$ cat config.mk
export PLATFORM = sky130hd
export DESIGN_NAME = setl_ram
export DESIGN_NICKNAME = d
export VERILOG_FILES = /design/src/rtl/setl_ram.sv
export SDC_FILE = /design/constraint.sdc
export NUM_CORES = 1
export LEC_CHECK = 0
export BUFFER_PORTS_ARGS = -buffer_cell sky130_fd_sc_hd__buf_2
export CAP_MARGIN = 20
export CORE_ASPECT_RATIO = 1.2
export CORE_MARGIN = 2
export CORE_UTILIZATION = 45
export DETAILED_ROUTE_END_ITERATION = 7
export SETUP_SLACK_MARGIN = 0.3
export SYNTH_ARGS = -nofsm -noshare
export SYNTH_HDL_FRONTEND = slang
export SYNTH_SLANG_ARGS = --single-unit
$ cat constraint.sdc
create_clock -name clk -period 2.15 [get_ports clk]
set_input_delay 0.215 -clock clk [delete_from_list [all_inputs] [get_ports clk]]
set_output_delay 0.215 -clock clk [all_outputs]
set_load 0.01 [all_outputs]
$ cat src/rtl/setl_ram.sv
module setl_ram #(
  parameter int WIDTH = 8,
  parameter int DEPTH = 16
) (
  input  logic                     clk,
  input  logic                     we,
  input  logic [$clog2(DEPTH)-1:0] waddr,
  input  logic [WIDTH-1:0]         wdata,
  input  logic [$clog2(DEPTH)-1:0] raddr,
  output logic [WIDTH-1:0]         rdata
);

  logic [WIDTH-1:0] mem [DEPTH];

  always_ff @(posedge clk) begin
    if (we) begin
      mem[waddr] <= wdata;
    end
    rdata <= mem[raddr];
  end

endmodule

Word level (Yosys, flattened, before mapping)
Memories as Yosys holds them, arrays and structs flattened. A register that Yosys moved wholly into a read port is not among the register bits.
Cells that the tools add are included.
{"block": "classes", "n_mux": 2}
{"cell": "1-bit two-way mux", "n": 2}
{"block": "word_totals", "ff_bits": 0, "mem_bits_rw": 128, "in_bits": 18, "out_inout_bits": 8, "wordCells": 3, "mem_count": 1}
{"memory": "mem", "depth": 16, "width": 8, "rd": 1, "rd_clocked_by_memory_dff": 1, "write_ports": 1, "line_no": "13", "source": "logic [WIDTH-1:0] mem [DEPTH];"}

Depth between registers and ports, before layout
Gate-level depths: netlist (run 1).
{"block": "depth", "depth_word": 2, "depth_mapped": 5, "depth_no_buf": 3}

Least setup slack after synthesis (run 1)
Ideal clock, no wire load.
{"block": "synth_path", "path_kind": "input port to flip-flop", "start": "input port waddr[2]", "end": "memory mem[0][0], enable pin", "setup_ns": 0.383, "arrival_time_ns": 1.325, "required_ns": 1.767, "slack_ns": 0.442, "stages": 2, "path_buffers": 0, "path_cell_list": "or3b_2 nor3_1"}
{"item": "start, declared", "line_no": "7", "source": "input logic [$clog2(DEPTH)-1:0] waddr,"}
{"item": "end, declared", "line_no": "13"}
Straight into the memory's write port.

==> reports/metrics.yaml, run 1 <==
logic_synthesis:
  ys_ff_latch: 136
  netlist.area_leader.share_pct: 74.67
  ys_top_cells_by_area: "edfxtp_1 (75%), mux4_2 (7.9%), mux4_1 (7.1%)"
  seq_area_frac_synth_pct: 77.78
  synth_cell_type_count: 19
  syn-num-nets: 247
  synth_warnings: 0
  synth_area_per_cell_um2: 22.48
  syn_area_um2: 5147
  netlist_instances: 229
  synth_area_leader_cell: "edfxtp_1"
pwr:
  power.leakage_nw: 2.053
  powerDensity_nw_per_um2: 945.2
  vdd_drop_max_v: 0.0005364
  p_total_w: 0.005726
clock_network:
  cts.clk_slew.worst_paths_ps: 50
  cts_setup_buffers: 0
  cts_buffers: 17
  clk_latency_ps: 400
  cts-root-buf: "clkbuf_16"
  clockBufferDepth: 2
  cts_max_level: 4
  cts_hold_buf: 0
  cts.sinks: 136
  tritoncts: "done"
  cts_resized: 0
placement:
  pre_cts_slack_ps: 450.7
  port_buffers: 25
  place.gp.congestion: 0.7209
  dp.cells: 418
  dp_hpwl_um: 6139
global_routing:
  grt_pass1_wl_um: 14790
  antenna_found_initial: 0
  grt_use_total_pct: 17.34
  gr-total-overflow: 0
  grt_pass1_vias: 2624
  grt_max_degree: 33
sta:
  setup_violations: 0
  max_freq_mhz: 731.9
  period_share_pct: 63.54
  fin_setup_tns_ps: 0
  slew_headroom_pct: 56.66
  worstMarginPinSlew_ps: 647.8
  period_minus_slack_ps: 1366
  drv_slew: 0
  finalWorstSetupSlack_ps: 783.8
  fin_worst_skew_ps: 4.239
  hold_viol: 0
  rsz0062_at_grt: "no"
die:
  fp.dieW_um: 101.6
  coreArea_um2: 11090
  dieArea_um2: 12310
  dieHeight_um: 121.2
  start_util_pct: 46.42
  rows: 42
  pin_count: 26
route:
  dr_total_vias: 2434
  drtAntennaViolNets: 0
  first_iter_violations: 234
  wl_per_cell_um: 21.41
  via_per_inst: 5.421
  drc: 0
  finalWirelength_um: 9611
  dr.pass1.iters: 4
worst_hold_path:
  hold_path_end: "mem[12][5]$_DFFE_PP_"
  hold_start: "wdata[5]"
  hold_class: "input port to register"
  hold_path_depth: 1
critical_path:
  start_kind: "register"
  cp_max_fo: 1
  crit_path_cell_trace: "mux4_1, a22oi_1, nand2_1"
  cp_slowest_cell: "mux4_1"
  arrival_ps: 1650
  crit_path_end_kind: "register"
  r2r-end: "rdata[3]$_DFF_P_"
  ff2ff_setup_slack_ps: 780
  crit_family: "multiplexers"
  reg2reg_depth: 3
  cp_slowest_stage_delay_ps: 530
  critPathBufInv: 0
  critPathRequiredTime_ps: 2440
  path_class: "register to register"
  reg2reg_from: "mem[5][3]$_DFFE_PP_"
cells_and_area:
  mostFrequentLayoutCells: "edfxtp_1 (128), buf_2 (25), mux4_2 (18), buf_4 (18), clkbuf_16 (17)"
  final_common_cell: "edfxtp_1"
  fin_nets: 301
  diodes: 0
  drive_gt1_share_pct: 29.15
  layout.cells.non_filler: 449
  final_util_pct: 54.64
  syn2layout_area_growth_pct: 17.70
status:
  status: "complete, no violations"
job:
  max_cap_violations: 0
[report_power, final]
group | switching, W | internal (W) | leakage (nW)
logic | 0.000159 | 0.000120 | 0.586
registers | 0.0000165 | 0.00297 | 1.22
clock network | 0.000950 | 0.00151 | 0.243
total | 0.00113 | 0.00460 | 2.05
[worst max-delay path by stage]
stage | start | to | cells after the start
2_1_floorplan | waddr[2] | mem[0][0]$_DFFE_PP_ | 2
3_3_place_gp | raddr[0] | rdata[4]$_DFF_P_ | 5
3_5_place_dp | raddr[0] | rdata[4]$_DFF_P_ | 5
4_1_cts | mem[5][3]$_DFFE_PP_ | rdata[3]$_DFF_P_ | 3
5_1_grt | mem[1][0]$_DFFE_PP_ | rdata[0]$_DFF_P_ | 3
6_report | mem[5][3]$_DFFE_PP_ | rdata[3]$_DFF_P_ | 3
[cell usage after synthesis]
cell / number
buf_6: 3
mux4_2: 18
a22oi_1: 16
nand2b_1: 2
and2_1: 1
buf_4: 1
nor3_1: 4
nor2_1: 13
or3b_2: 1
nand2_1: 9
buf_2: 3
mux4_1: 14
and2b_1: 1
dfxtp_1: 8
nor2b_1: 1
clkdlybuf4s25_2: 3
nand3b_1: 2
nand3_1: 1
edfxtp_1: 128
[logic make-up after synthesis]
logic type / Yosys count / synth area share [%]
flops: 136 / 77.78
simple gates: 35 / 3.184
mux: 32 / 15.02
compound gates: 16 / 2.334
buf+inv: 10 / 1.677
[cell type report]
type	count	area (µm²)
fillers	888	5030
well taps	154	192.7
flip-flops and latches	136	4004
multi-input cells	83	1057
clock inverters	5	25.02
clock buffers	26	479.2
repair buffers	45	300.3
[sequential cells by signal (all words and copies together), names as in the netlist]
name,cells
mem,128
rdata,8
[metal layers]
layer  share of wire (%)  track usage (%)  vias to the layer above
li1                    -                -                     1077
met1                  43            22.32                     1283
met2                  52            28.17                       60
met3                 3.9            4.666                       14
met4                 1.5            6.588                        0
met5                   0                0                        -
[metrics by stage]
stage	area, µm²	hold slack, ps
finish	6058	197.0
global route	6058	197.2
CTS	6058	183.2
detailed placement	5554	616.6
global placement	5554	601.3
floorplan	5147	313.9
Note: power is estimated with default switching activity, not from simulation.
==> run 2, diff against run 1 <==
Settings changed: ABC_AREA set to 1.
Clock period 2.15 ns to 1.39 ns, I/O delays scaled along.
==> reports/metrics.yaml, run 2 <==
logic_synthesis:
  seq_area_frac_synth_pct: 69.43  # -8.4 points
  ys_top_cells_by_area: "edfxtp_1 (67%), nand2_1 (11%), nand3_1 (8.4%)"
  syn-num-nets: 569  # +130%
  async_reset_ff_share_pct: 0  # unchanged
  synth_warnings: 0  # unchanged
  syn_area_um2: 5767  # +12%
  yosysMostFrequentCell: "nand2_1"
  synth_area_leader_cell: "edfxtp_1"
  synth_edf_count: 128  # unchanged
  synth_cell_type_count: 12  # -7
  ys.flop_type: "edfxtp_1"
  ys_ff_latch: 136  # unchanged
  synth_common_cells: "nand2_1 (173), edfxtp_1 (128), inv_1 (100)"
  synth_area_per_cell_um2: 10.47  # -53%
  netlist_instances: 551  # +140%
  netlist.area_leader.share_pct: 66.65  # -8.0 points
clock_network:
  cts_resized: 0  # unchanged
  cts_buffers: 17  # unchanged
  cts_hold_buf: 0  # unchanged
  cts.sinks: 136  # unchanged
  clk_latency_ps: 420  # +20 ps
  cts.clk_slew.worst_paths_ps: 50  # about the same
  cts_max_level: 4  # unchanged
  tritoncts: "done"
  cts-root-buf: "clkbuf_16"
  clockBufferDepth: 2  # unchanged
  cts_setup_buffers: 0  # unchanged
global_routing:
  grt_max_degree: 65  # +97%
  antenna_found_initial: 0  # unchanged
  grt_pass1_wl_um: 19710  # +33%
  grt_pass1_vias: 3643  # +39%
  grt_use_total_pct: 19.97  # +2.6 points
  gr-total-overflow: 0  # unchanged
cells_and_area:
  syn2layout_area_growth_pct: 17.55
  drive_gt1_share_pct: 12.93  # -16 points
  final_util_pct: 53.75  # -0.89 points
  largest_register_ff_count: 128  # unchanged
  mostFrequentLayoutCells: "nand2_1 (173), edfxtp_1 (128), inv_1 (100)"
  final_common_cell: "nand2_1"
  fin_nets: 616  # +100%
  n_fill_cell: 1100  # +24%
  largestRegisters: "mem x128, rdata x8"
  seq_area_um2: 4004  # unchanged
  diodes: 0  # unchanged
  layout.cells.non_filler: 775  # +73%
  regMostFlops: "mem"
  multi_input_area_um2: 1214  # +15%
sta:
  drv_slew: 0  # unchanged
  slew_headroom_pct: 73.76  # +17 points
  period_minus_slack_ps: 1056
  period_share_pct: 75.96
  rsz0062_at_grt: "no"
  fin_setup_tns_ps: 0  # unchanged
  worstMarginPinSlew_ps: 393.2  # -254.5 ps
  hold_viol: 0  # unchanged
  setup_violations: 0  # unchanged
  max_freq_mhz: 947.1
  fin_worst_skew_ps: 9.483  # +5.244 ps
critical_path:
  path_class: "register to output port"
  crit_path_end_kind: "output port"
  critPathBufInv: 1  # +1
  crit_family: "flip-flops"
  arrival_ps: 920  # -730 ps
  cp_slowest_cell: "dfxtp_1"
  r2r-end: "rdata[7]$_DFF_P_"
  cp_slowest_stage_delay_ps: 360  # -170 ps
  reg2reg_from: "mem[13][7]$_DFFE_PP_"
  crit_path_cell_trace: "buf_2"
  critPathRequiredTime_ps: 1250  # -1190 ps
  start_kind: "register"
  ff2ff_setup_slack_ps: 400  # -380 ps
  cp_max_fo: 1  # unchanged
  reg2reg_depth: 6  # +3
route:
  drc: 0  # unchanged
  first_iter_violations: 261  # +12%
  dr_total_vias: 3827  # +57%
  finalWirelength_um: 12650  # +32%
  dr.pass1.iters: 5  # +1
  via_per_inst: 4.938  # -8.9%
  wl_per_cell_um: 16.33  # -24%
  drtAntennaViolNets: 0  # unchanged
die:
  coreArea_um2: 12610  # +14%
  start_util_pct: 45.72  # -0.70 points
  dieArea_um2: 13740  # +12%
  fp.dieW_um: 107.3  # +5.6%
  pin_count: 26  # unchanged
  dieHeight_um: 128.0  # +5.7%
  rows: 45  # +7.1%
placement:
  dp_hpwl_um: 8037  # +31%
  place.gp.congestion: 0.8655  # +20%
  port_buffers: 25  # unchanged
  dp.cells: 743  # +78%
worst_hold_path:
  hold_path_end: "rdata[3]$_DFF_P_"
  hold_class: "input port to register"
  hold_start: "raddr[3]"
  hold_path_depth: 3  # +2
pwr:
  powerDensity_nw_per_um2: 1436  # +52%
  power.leakage_nw: 2.965  # +44%
  vdd_drop_max_v: 0.0007314  # +36%
  p_total_w: 0.009737  # +70%
job:
  max_cap_violations: 0  # unchanged
status:
  status: "complete, no violations"
## run 2: changes by cell type in the layout (fill, tap and decap cells not counted), moves of 4 or more
cell	before	now
a22oi_1	16	0
mux4_1	14	0
inv_1	0	100
nor2_1	13	17
bufinv_16	0	4
mux4_2	18	0
nand2_1	9	173
nor3_1	4	0
nand3_1	1	97
buf_4	18	23
## run 2: where the power goes
group | switching (W) | internal (W) | leakage [nW]
Clock | 0.00157 | 0.00298 | 0.291
Sequential | 0.0000277 | 0.00459 | 1.22
Combinational | 0.000387 | 0.000184 | 1.45
Total | 0.00199 | 0.00775 | 2.96
## run 2: logic make-up after synthesis
group | count (synthesis) | synth area share, %
and+or+nand+nor | 289 | 21.05
buffers and inverters | 126 | 9.525
DFF | 136 | 69.43
## run 2: stage by stage
stage / setup WS (ps) / cell area (µm²) / hold slack [ps]
2_1_floorplan: 300.2 / 5767 / 237.9
3_3_place_gp: 190.8 / 6183 / 523.6
3_5_place_dp: 178.4 / 6183 / 523.6
4_1_cts: 315.6 / 6779 / 84.59
5_1_grt: 302.4 / 6779 / 110.1
6_report: 334.1 / 6779 / 98.02
## run 2: layout make-up
class | instances | area share (%)
Sequential cell | 136 | 59.06
Clock inverter | 10 | 2.233
Inverter | 102 | 5.648
Multi-Input combinational cell | 289 | 17.90
Tap cell | 164 | 3.027
Clock buffer | 22 | 6.552
Timing Repair Buffer | 52 | 5.574
## run 2: worst max-delay path by stage
| stage | start | end | slack (ps) | cells after the start |
|---|---|---|---|---|
| after floorplan | waddr[2] | mem[10][0]$_DFFE_PP_ | 300 | 2 |
| after global placement | waddr[3] | mem[5][4]$_DFFE_PP_ | 190 | 4 |
| after detailed placement | waddr[3] | mem[5][4]$_DFFE_PP_ | 180 | 4 |
| after CTS | rdata[1]$_DFF_P_ | rdata[1] | 320 | 1 |
| after global routing | rdata[2]$_DFF_P_ | rdata[2] | 300 | 1 |
| final | rdata[2]$_DFF_P_ | rdata[2] | 330 | 1 |
## run 2: routing by layer
layer,wire length [µm],track usage [%],up-vias
met2,6207,32.24,117
met1,5326,25.20,1820
li1,-,-,1869
met5,0,0,-
met3,771,5.796,21
met4,346,8.522,0
